[config.mk]
export PLATFORM = sky130hd
export DESIGN_NAME = escape_pattern_frame_stuffer
export DESIGN_NICKNAME = d
export VERILOG_FILES = /design/src/design/esf_pkg.sv /design/src/design/esf_front.sv /design/src/design/esf_cmd_fifo.sv /design/src/design/esf_back.sv /design/src/design/escape_pattern_frame_stuffer.sv
export SDC_FILE = /design/constraint.sdc
export NUM_CORES = 1
export LEC_CHECK = 0
export BUFFER_PORTS_ARGS = -buffer_cell sky130_fd_sc_hd__buf_2
export CAP_MARGIN = 5
export CELL_PAD_IN_SITES_DETAIL_PLACEMENT = 1
export CELL_PAD_IN_SITES_GLOBAL_PLACEMENT = 2
export CORE_MARGIN = 3
export CORE_UTILIZATION = 36
export CTS_CLUSTER_SIZE = 30
export DETAILED_ROUTE_END_ITERATION = 10
export PLACE_DENSITY = 0.76
export SLEW_MARGIN = 5
export SYNTH_ARGS = -nofsm -noshare
export SYNTH_HDL_FRONTEND = slang
export SYNTH_HIERARCHICAL = 1
export SYNTH_SLANG_ARGS = --single-unit
[constraint.sdc]
create_clock -name clk_i -period 4.75 [get_ports clk_i]
set_clock_uncertainty 0.2 [all_clocks]
set_input_delay 0 -clock clk_i [delete_from_list [all_inputs] [get_ports clk_i]]
set_output_delay 0 -clock clk_i [all_outputs]
set_load 0.01 [all_outputs]
[src/design/esf_pkg.sv]
// Shared types and constants of the escape pattern frame stuffer.
// Used by the front, the command queue, the back and the top level.
package esf_pkg;

  // Register widths and reset values of the configuration port.
  localparam int unsigned FlagRegW  = 8;
  localparam int unsigned EscRegW   = 5;
  localparam int unsigned CfgDataW  = 8;
  localparam logic [FlagRegW-1:0] FlagReset = 8'd126;
  localparam logic [EscRegW-1:0]  EscReset  = 5'd27;

  // At most this many output bits per input word.
  localparam int unsigned MaxResults = 21;

  typedef enum logic [0:0] {
    CFG_FLAG   = 1'b0,
    CFG_ESCAPE = 1'b1
  } cfg_idx_e;

  typedef enum logic [2:0] {
    CMD_OPEN     = 3'd0,
    CMD_FLAG_ESC = 3'd1,
    CMD_ESC_ESC  = 3'd2,
    CMD_COPY     = 3'd3,
    CMD_CLOSE    = 3'd4
  } cmd_kind_e;

  typedef struct packed {
    cmd_kind_e kind;
    logic      bit_val;
    logic      item_last;
  } cmd_t;

endpackage

[src/design/esf_front.sv]
// Front end: accepts input words, keeps the lookahead window and classifies
// each greedy decision into a command for the back end. Uses esf_pkg.
module esf_front #(
  parameter int unsigned FLAG_BITS   = 8,
  parameter int unsigned ESCAPE_BITS = 5
) (
  input  logic                   clk_i,
  input  logic                   rst_ni,
  input  logic                   in_valid_i,
  output logic                   in_ready_o,
  input  logic                   in_bit_i,
  input  logic                   frame_last_i,
  input  logic [FLAG_BITS-1:0]   flag_i,
  input  logic [ESCAPE_BITS-1:0] esc_i,
  output logic                   push_o,
  output esf_pkg::cmd_t          cmd_o,
  input  logic                   full_i
);

  localparam int unsigned WinBits = (FLAG_BITS > ESCAPE_BITS) ? FLAG_BITS : ESCAPE_BITS;
  localparam int unsigned CntW    = $clog2(WinBits + 1);

  typedef enum logic {
    FR_IDLE,
    FR_WORK
  } fr_state_e;

  fr_state_e          state_q, state_d;
  logic [WinBits-1:0] win_q, win_d;
  logic [CntW-1:0]    cnt_q, cnt_d;
  logic               open_q, open_d;
  logic               need_open_q, need_open_d;
  logic               last_q, last_d;

  logic [WinBits-1:0] head_f, head_e, head_1, keep_mask;
  logic               flag_hit, esc_hit, copy_bit, open_is_last;
  logic [CntW-1:0]    dec_len, rem;
  esf_pkg::cmd_kind_e dec_kind;

  // Head of the window: oldest bits sit just below the fill count.
  always_comb begin
    head_f   = win_q >> (cnt_q - CntW'(FLAG_BITS));
    head_e   = win_q >> (cnt_q - CntW'(ESCAPE_BITS));
    head_1   = win_q >> (cnt_q - CntW'(1));
    copy_bit = head_1[0];
    flag_hit = (cnt_q >= CntW'(FLAG_BITS)) && (head_f[FLAG_BITS-1:0] == flag_i);
    esc_hit  = (cnt_q >= CntW'(ESCAPE_BITS)) && (head_e[ESCAPE_BITS-1:0] == esc_i);
    priority if (flag_hit) begin
      dec_kind = esf_pkg::CMD_FLAG_ESC;
      dec_len  = CntW'(FLAG_BITS);
    end else if (esc_hit) begin
      dec_kind = esf_pkg::CMD_ESC_ESC;
      dec_len  = CntW'(ESCAPE_BITS);
    end else begin
      dec_kind = esf_pkg::CMD_COPY;
      dec_len  = CntW'(1);
    end
    rem = cnt_q - dec_len;
    for (int i = 0; i < WinBits; i++) begin
      keep_mask[i] = (i < rem);
    end
  end

  always_comb begin
    state_d      = state_q;
    win_d        = win_q;
    cnt_d        = cnt_q;
    open_d       = open_q;
    need_open_d  = need_open_q;
    last_d       = last_q;
    push_o       = 1'b0;
    cmd_o        = '{kind: dec_kind, bit_val: copy_bit, item_last: 1'b0};
    open_is_last = !last_q && (cnt_q != CntW'(WinBits));
    unique case (state_q)
      FR_IDLE: begin
        if (in_valid_i) begin
          win_d       = {win_q[WinBits-2:0], in_bit_i};
          cnt_d       = cnt_q + CntW'(1);
          need_open_d = !open_q;
          open_d      = 1'b1;
          last_d      = frame_last_i;
          state_d     = FR_WORK;
        end
      end
      FR_WORK: begin
        if (!full_i) begin
          priority if (need_open_q) begin
            push_o         = 1'b1;
            cmd_o.kind     = esf_pkg::CMD_OPEN;
            cmd_o.item_last = open_is_last;
            need_open_d    = 1'b0;
            if (open_is_last) begin
              state_d = FR_IDLE;
            end
          end else if (last_q && (cnt_q != '0)) begin
            // flush one decision per cycle while the queue is not full
            push_o = 1'b1;
            win_d  = win_q & keep_mask;
            cnt_d  = rem;
          end else if (last_q) begin
            push_o          = 1'b1;
            cmd_o.kind      = esf_pkg::CMD_CLOSE;
            cmd_o.item_last = 1'b1;
            win_d           = '0;
            cnt_d           = '0;
            open_d          = 1'b0;
            state_d         = FR_IDLE;
          end else if (cnt_q == CntW'(WinBits)) begin
            push_o          = 1'b1;
            cmd_o.item_last = 1'b1;
            win_d           = win_q & keep_mask;
            cnt_d           = rem;
            state_d         = FR_IDLE;
          end else begin
            state_d = FR_IDLE;
          end
        end
      end
      default: state_d = FR_IDLE;
    endcase
  end

  assign in_ready_o = (state_q == FR_IDLE);

  always_ff @(posedge clk_i or negedge rst_ni) begin
    if (!rst_ni) begin
      state_q     <= FR_IDLE;
      win_q       <= '0;
      cnt_q       <= '0;
      open_q      <= 1'b0;
      need_open_q <= 1'b0;
      last_q      <= 1'b0;
    end else begin
      state_q     <= state_d;
      win_q       <= win_d;
      cnt_q       <= cnt_d;
      open_q      <= open_d;
      need_open_q <= need_open_d;
      last_q      <= last_d;
    end
  end

endmodule

[src/design/esf_cmd_fifo.sv]
// Four-entry command queue between the front and the back end.
// Holds esf_pkg::cmd_t entries in flops.
module esf_cmd_fifo (
  input  logic          clk_i,
  input  logic          rst_ni,
  input  logic          push_i,
  input  esf_pkg::cmd_t data_i,
  output logic          full_o,
  input  logic          pop_i,
  output esf_pkg::cmd_t data_o,
  output logic          empty_o
);

  localparam int unsigned Depth = 4;
  localparam int unsigned PtrW  = $clog2(Depth);

  esf_pkg::cmd_t   mem_q [Depth];
  logic [PtrW-1:0] wr_ptr_q, rd_ptr_q;
  logic [PtrW:0]   count_q;

  assign full_o  = (count_q == (PtrW+1)'(Depth));
  assign empty_o = (count_q == '0);
  assign data_o  = mem_q[rd_ptr_q];

  always_ff @(posedge clk_i) begin
    if (push_i && !full_o) begin
      mem_q[wr_ptr_q] <= data_i;
    end
  end

  always_ff @(posedge clk_i or negedge rst_ni) begin
    if (!rst_ni) begin
      wr_ptr_q <= '0;
      rd_ptr_q <= '0;
      count_q  <= '0;
    end else begin
      if (push_i && !full_o) begin
        wr_ptr_q <= wr_ptr_q + PtrW'(1);
      end
      if (pop_i && !empty_o) begin
        rd_ptr_q <= rd_ptr_q + PtrW'(1);
      end
      count_q <= count_q + (PtrW+1)'(push_i && !full_o) - (PtrW+1)'(pop_i && !empty_o);
    end
  end

endmodule

[src/design/esf_back.sv]
// Back end: serializes queued commands into output bits, one per cycle while
// the output is not stalled, into a registered output word. Uses esf_pkg.
module esf_back #(
  parameter int unsigned FLAG_BITS   = 8,
  parameter int unsigned ESCAPE_BITS = 5
) (
  input  logic                   clk_i,
  input  logic                   rst_ni,
  input  logic [FLAG_BITS-1:0]   flag_i,
  input  logic [ESCAPE_BITS-1:0] esc_i,
  input  esf_pkg::cmd_t          cmd_i,
  input  logic                   empty_i,
  output logic                   pop_o,
  output logic                   out_valid_o,
  input  logic                   out_ready_i,
  output logic                   out_bit_o,
  output logic                   run_last_o,
  output logic                   frame_end_o
);

  localparam int unsigned PatW  = (FLAG_BITS > ESCAPE_BITS) ? FLAG_BITS : ESCAPE_BITS;
  localparam int unsigned IdxW  = $clog2(PatW);
  localparam int unsigned RcntW = $clog2(esf_pkg::MaxResults + 1);

  logic            busy_q, busy_d;
  esf_pkg::cmd_t   cmd_q, cmd_d;
  logic            seg_q, seg_d;
  logic [IdxW-1:0] idx_q, idx_d;
  logic [RcntW-1:0] rcnt_q, rcnt_d;
  logic            out_valid_q, out_valid_d;
  logic            out_bit_q, out_bit_d;
  logic            run_last_q, run_last_d;
  logic            frame_end_q, frame_end_d;

  logic                   is_flag_seg, is_copy, two_seg;
  logic                   adv, step, emit, load, end_seg, end_cmd, cur_bit;
  logic [IdxW-1:0]        len_m1, pos;
  logic [FLAG_BITS-1:0]   flag_sh;
  logic [ESCAPE_BITS-1:0] esc_sh;

  always_comb begin
    is_flag_seg = 1'b0;
    is_copy     = 1'b0;
    two_seg     = 1'b0;
    unique case (cmd_q.kind)
      esf_pkg::CMD_OPEN,
      esf_pkg::CMD_CLOSE:    is_flag_seg = 1'b1;
      esf_pkg::CMD_FLAG_ESC: begin
        is_flag_seg = seg_q;
        two_seg     = 1'b1;
      end
      esf_pkg::CMD_ESC_ESC:  two_seg = 1'b1;
      esf_pkg::CMD_COPY:     is_copy = 1'b1;
      default:               is_copy = 1'b1;
    endcase
    if (is_copy) begin
      len_m1 = '0;
    end else if (is_flag_seg) begin
      len_m1 = IdxW'(FLAG_BITS - 1);
    end else begin
      len_m1 = IdxW'(ESCAPE_BITS - 1);
    end
    // patterns go out most significant bit first
    pos     = len_m1 - idx_q;
    flag_sh = flag_i >> pos;
    esc_sh  = esc_i >> pos;
    if (is_copy) begin
      cur_bit = cmd_q.bit_val;
    end else if (is_flag_seg) begin
      cur_bit = flag_sh[0];
    end else begin
      cur_bit = esc_sh[0];
    end
    end_seg = (idx_q == len_m1);
    end_cmd = end_seg && (!two_seg || seg_q);
  end

  assign adv   = !out_valid_q || out_ready_i;
  assign step  = busy_q && adv;
  assign emit  = step && (rcnt_q < RcntW'(esf_pkg::MaxResults));
  assign load  = !empty_i && (!busy_q || (step && end_cmd));
  assign pop_o = load;

  always_comb begin
    busy_d      = busy_q;
    cmd_d       = cmd_q;
    seg_d       = seg_q;
    idx_d       = idx_q;
    rcnt_d      = rcnt_q;
    out_valid_d = out_valid_q && !out_ready_i;
    out_bit_d   = out_bit_q;
    run_last_d  = run_last_q;
    frame_end_d = frame_end_q;
    if (emit) begin
      out_valid_d = 1'b1;
      out_bit_d   = cur_bit;
      // drop anything past the per-word cap, marking the capped bit as last
      run_last_d  = (end_cmd && cmd_q.item_last) ||
                    (rcnt_q == RcntW'(esf_pkg::MaxResults - 1));
      frame_end_d = end_cmd && (cmd_q.kind == esf_pkg::CMD_CLOSE);
      rcnt_d      = rcnt_q + RcntW'(1);
    end
    if (step) begin
      if (end_cmd) begin
        busy_d = 1'b0;
        seg_d  = 1'b0;
        idx_d  = '0;
        if (cmd_q.item_last) begin
          rcnt_d = '0;
        end
      end else if (end_seg) begin
        seg_d = 1'b1;
        idx_d = '0;
      end else begin
        idx_d = idx_q + IdxW'(1);
      end
    end
    if (load) begin
      busy_d = 1'b1;
      cmd_d  = cmd_i;
      seg_d  = 1'b0;
      idx_d  = '0;
    end
  end

  always_ff @(posedge clk_i or negedge rst_ni) begin
    if (!rst_ni) begin
      busy_q      <= 1'b0;
      seg_q       <= 1'b0;
      idx_q       <= '0;
      rcnt_q      <= '0;
      out_valid_q <= 1'b0;
    end else begin
      busy_q      <= busy_d;
      seg_q       <= seg_d;
      idx_q       <= idx_d;
      rcnt_q      <= rcnt_d;
      out_valid_q <= out_valid_d;
    end
  end

  always_ff @(posedge clk_i) begin
    cmd_q       <= cmd_d;
    out_bit_q   <= out_bit_d;
    run_last_q  <= run_last_d;
    frame_end_q <= frame_end_d;
  end

  assign out_valid_o = out_valid_q;
  assign out_bit_o   = out_bit_q;
  assign run_last_o  = run_last_q;
  assign frame_end_o = frame_end_q;

endmodule

[src/design/escape_pattern_frame_stuffer.sv]
// Channel | handshake                | payload
// in      | in_valid_i / in_ready_o  | in_bit_i, frame_last_i
// out     | out_valid_o / out_ready_i| out_bit_o, run_last_o, frame_end_o
// cfg     | cfg_we_i                 | cfg_idx_i, cfg_wdata_i
// The front accepts an input word, then pushes its queued commands in order
// (opening flag at the start of a frame, one greedy decision once the window
// is full, and on the last word of a frame every remaining decision and the
// closing flag), stalling on a full queue, and only then takes a new word.
// Output leaves the back-end serializer one bit per cycle unless out_ready_i
// stalls it. A four-entry command queue lets either side stall.
// Reset is asynchronous and clears control state; no clearing pass is needed.
// Top level; depends on esf_pkg, esf_front, esf_cmd_fifo and esf_back.
module escape_pattern_frame_stuffer #(
  parameter int unsigned FLAG_BITS   = 8,
  parameter int unsigned ESCAPE_BITS = 5
) (
  input  logic                           clk_i,
  input  logic                           rst_ni,
  input  logic                           cfg_we_i,
  input  logic [0:0]                     cfg_idx_i,
  input  logic [esf_pkg::CfgDataW-1:0]   cfg_wdata_i,
  input  logic                           in_valid_i,
  output logic                           in_ready_o,
  input  logic                           in_bit_i,
  input  logic                           frame_last_i,
  output logic                           out_valid_o,
  input  logic                           out_ready_i,
  output logic                           out_bit_o,
  output logic                           run_last_o,
  output logic                           frame_end_o
);

  logic [esf_pkg::FlagRegW-1:0] flag_q;
  logic [esf_pkg::EscRegW-1:0]  esc_q;
  logic [FLAG_BITS-1:0]         flag_pat;
  logic [ESCAPE_BITS-1:0]       esc_pat;

  esf_pkg::cmd_t push_cmd, pop_cmd;
  logic          push, full, pop, empty;

  always_ff @(posedge clk_i or negedge rst_ni) begin
    if (!rst_ni) begin
      flag_q <= esf_pkg::FlagReset;
      esc_q  <= esf_pkg::EscReset;
    end else if (cfg_we_i) begin
      unique case (cfg_idx_i)
        esf_pkg::CFG_FLAG:   flag_q <= cfg_wdata_i[esf_pkg::FlagRegW-1:0];
        esf_pkg::CFG_ESCAPE: esc_q  <= cfg_wdata_i[esf_pkg::EscRegW-1:0];
        default: ;
      endcase
    end
  end

  // fit the register values to the pattern lengths
  if (FLAG_BITS <= esf_pkg::FlagRegW) begin : g_flag_trunc
    assign flag_pat = flag_q[FLAG_BITS-1:0];
  end else begin : g_flag_ext
    assign flag_pat = {{(FLAG_BITS - esf_pkg::FlagRegW){1'b0}}, flag_q};
  end

  if (ESCAPE_BITS <= esf_pkg::EscRegW) begin : g_esc_trunc
    assign esc_pat = esc_q[ESCAPE_BITS-1:0];
  end else begin : g_esc_ext
    assign esc_pat = {{(ESCAPE_BITS - esf_pkg::EscRegW){1'b0}}, esc_q};
  end

  esf_front #(
    .FLAG_BITS  (FLAG_BITS),
    .ESCAPE_BITS(ESCAPE_BITS)
  ) u_front (
    .clk_i       (clk_i),
    .rst_ni      (rst_ni),
    .in_valid_i  (in_valid_i),
    .in_ready_o  (in_ready_o),
    .in_bit_i    (in_bit_i),
    .frame_last_i(frame_last_i),
    .flag_i      (flag_pat),
    .esc_i       (esc_pat),
    .push_o      (push),
    .cmd_o       (push_cmd),
    .full_i      (full)
  );

  esf_cmd_fifo u_queue (
    .clk_i  (clk_i),
    .rst_ni (rst_ni),
    .push_i (push),
    .data_i (push_cmd),
    .full_o (full),
    .pop_i  (pop),
    .data_o (pop_cmd),
    .empty_o(empty)
  );

  esf_back #(
    .FLAG_BITS  (FLAG_BITS),
    .ESCAPE_BITS(ESCAPE_BITS)
  ) u_back (
    .clk_i      (clk_i),
    .rst_ni     (rst_ni),
    .flag_i     (flag_pat),
    .esc_i      (esc_pat),
    .cmd_i      (pop_cmd),
    .empty_i    (empty),
    .pop_o      (pop),
    .out_valid_o(out_valid_o),
    .out_ready_i(out_ready_i),
    .out_bit_o  (out_bit_o),
    .run_last_o (run_last_o),
    .frame_end_o(frame_end_o)
  );

endmodule

==> flow_summary.yaml <==
outcome:
  status: "completed"
route:
  wl_um: 12490
  wl_per_cell_um: 18.99
  drc: 0
  drtPass1Iterations: 4
  ant_nets: 0
  drtIter0Drc: 260
  via_per_inst: 5.508
  via_count: 3624
floorplan:
  core_area_um2: 12880
  boundaryPins: 21
  die-area_um2: 14870
  die-width_um: 122.0
  row_count: 41
  start_util_pct: 37.60
  die_h_um: 122.0
logic_synthesis:
  synth.area.mux_share_pct: 13.13
  yosys.area_share.simple_pct: 15.74
  synth.top_cells.by_area: "dfrtp_1, edfxtp_1, mux4_2"
  synth_xor_area_share_pct: 4.911
  synth_compound_area_share_pct: 14.47
  synth_fp_nets: 482
  ys_ff_latch: 75
  synth-main-ff-cell: "dfrtp_1"
  syn_area_per_cell_um2: 10.83
  synth_cell_types: 74
  synthAdderAreaFrac_pct: 5.505
  netlist_instances: 447
  synth_warnings: 6
  yosysSeqAreaShare_pct: 41.92
  async_flop_share_pct: 62.67
  synth_top_family_by_area: "simple AND/OR/NAND/NOR gates"
  synth_edf_count: 28
  netlist.area_leader.share_pct: 19.13
  synthesis.area_um2: 4841
  yosysTopAreaCell: "dfrtp_1"
  synth.top_cells.by_count: "dfrtp_1, edfxtp_1, nor2_1"
  yosysMostFrequentCell: "dfrtp_1"
cells_and_area:
  layout.nets: 516
  final_core_util_pct: 43.69
  final_area_um2: 5625
  diodes: 0
  syn2layout_area_growth_pct: 16.21
  drive_gt1_share_pct: 20.58
  final_cell_count_no_fill: 658
clock_tree:
  postCtsSetupBuffers: 0
  cts_tree: "done"
  clk-insertion-delay-late_ps: 340
  cts.repair.resized: 0
  clock_path_buffers: 2
  cts_hold_buffers: 22
  cts_sinks: 75
  cts_buffers: 9
  ctsHtreeMaxLevel: 3
  clkSlewWorstSetupHoldPaths_ps: 60
  cts_root_buf: "clkbuf_16"
global_route:
  grt_pass1_vias: 3984
  grt_util_all_layers_pct: 18.07
  grt_max_degree: 48
  gr-total-overflow: 0
  antenna_found_initial: 0
  grt_first_pass_wirelength_um: 20830
power_and_ir_drop:
  total_power_uw: 4142
  p_seq_share_pct: 29.6
  share_comb_of_total_power_pct: 52.3
  internal-power_uw: 2347
  power_frac_clock_pct: 18.1
  p_per_area_nw_per_um2: 736.4
  p_sw_uw: 1796
  p_leak_uw: 0.002149
  ir_drop_mv: 0.3000
  p_sw_share_pct: 43.35
critical_path:
  critPathMaxStageDelay_ps: 550
  worstSetupPathType: "reg -> reg"
  cp-start-kind: "flip-flop"
  cp.required_ps: 4760
  path_buf_inv: 1
  crit_path_end_kind: "flip-flop"
  path_max_fanout: 10
  cpMostUsedCell: "mux2i_1"
  crit_chain: "inv_1 > ha_1 > mux2i_1 > mux2i_1 > mux2_2 > nor4b_1 > a31oi_1 > o32ai_1 > nand4_1 > ha_1 > xor2_1 > nand4_1 > mux2i_1 > a21oi_1"
  crit_family: "multiplexers"
  arrival_ps: 4170
  critPathSlowestCell: "xor2_1"
sta:
  period_needed_ps: 4167
  hold_viol: 0
  finalSetupViolations: 0
  finalCritPeriodShare_pct: 87.73
  rsz0062_at_grt: "no"
  fmax_mhz: 240.0
  worst_slew_pin_slew_ps: 794.4
  slew-limit-headroom_pct: 46.92
  slew_viol_final: 0
  tns_ps: 0
place:
  place_inst: 620
  gp_congestion: 0.7853
  dp_hpwl_um: 8930
  dpl-instance-area_um2: 5082
  io_buffer_count: 20
job:
  max_cap_viol_count: 0
hold_path:
  hold_path_class: "in -> async"
==> layer usage <==
metal  wire, um  up-vias  GRT usage [%]
li1           -     1728              -
met1       5755     1840          22.81
met2       6238       45          31.32
met3        378       11          4.457
met4        121        0          4.132
met5          0        -              0
==> worst register-to-register path: cells and delay by family, from the launching register on <==
kind            cells  cell delay (ps)
mux                 4              980
fa+ha+maj           2              870
simple gates        3              640
xor+xnor            1              550
compound gates      3              350
flops               1              350
buf+inv             1              100
==> stage by stage <==
| stage | hold slack, ps | worst slack (ps) |
|---|---|---|
| detailed placement | -34.98 | 647.2 |
| finish | 96.66 | 583.0 |
| CTS | 128.8 | 639.4 |
| floorplan | -495.6 | 370.5 |
| global placement | -38.41 | 778.2 |
| global route | 165.0 | 160.9 |
==> worst paths after layout <==
kind,startpoint,cells after the start,to,slack [ps]
worst max-delay path,u_front/cnt_q[1],14,u_front/win_q[1],580
worst min-delay path,rst_ni,3,flag_pat[7],100
worst max register to register,u_front/cnt_q[1],14,u_front/win_q[1],580
worst min register to register,u_front/open_q,2,u_front/open_q,320
max in group asynchronous,rst_ni,3,u_front/cnt_q[3],3810
min in group clk_i,frame_last_i,3,u_front/last_q,230
==> layout make-up <==
class / count / area [um^2]
clock buffer: 9 / 225.2
clock inverter: 7 / 97.59
fill: 1403 / 7251
inverter: 20 / 75.07
multi-input combinational: 325 / 2603
sequential: 75 / 2029
tap: 172 / 215.2
timing repair buffer: 50 / 380.4
==> cells by family after synthesis <==
logic type,after synthesis
AOI/OAI and AO/OA,101
xor gates and xnor gates,22
adders and majority gates,20
buffers and inverters,47
DFF,75
muxes,46
and+or+nand+nor,136
==> layout by cell type (no fill, tap or decap), types with 5 or more instances in the layout <==
cell type,instances
clkbuf_16,9
nor3b_1,5
nand4_1,5
o21a_1,5
mux4_2,12
nor3_1,12
nor2_1,27
buf_2,20
nand2b_1,14
dfstp_2,10
nand2_1,26
a21oi_1,25
nand3_1,8
xor2_1,7
o21ai_0,20
buf_4,8
xnor2_1,12
mux2i_1,16
dfrtp_1,37
mux2_2,17
a22oi_1,8
ha_1,17
a31oi_1,8
edfxtp_1,28
dlygate4sd3_1,22
inv_1,19
nor2b_1,8
==> power groups by stage <==
stage	clock network [uW]	registers (uW)	logic [uW]
after floorplan	0	1080	1740
after global placement	0	1220	2050
after detailed placement	0	1240	2140
after CTS	773	1230	2180
after global routing	800	1270	2410
final	749	1230	2170
==> sequential cells by signal (all words and copies together), names as in the netlist, 2 cells and up <==
signal / flops
esc_pat: 5
u_back/cmd_q: 5
u_back/idx_q: 3
flag_pat: 8
u_queue/mem_q: 20
u_queue/wr_ptr_q: 2
u_front/cnt_q: 4
u_queue/rd_ptr_q: 2
u_front/win_q: 8
u_queue/count_q: 3
u_back/rcnt_q: 5
Power figures use the tool's default switching activity.
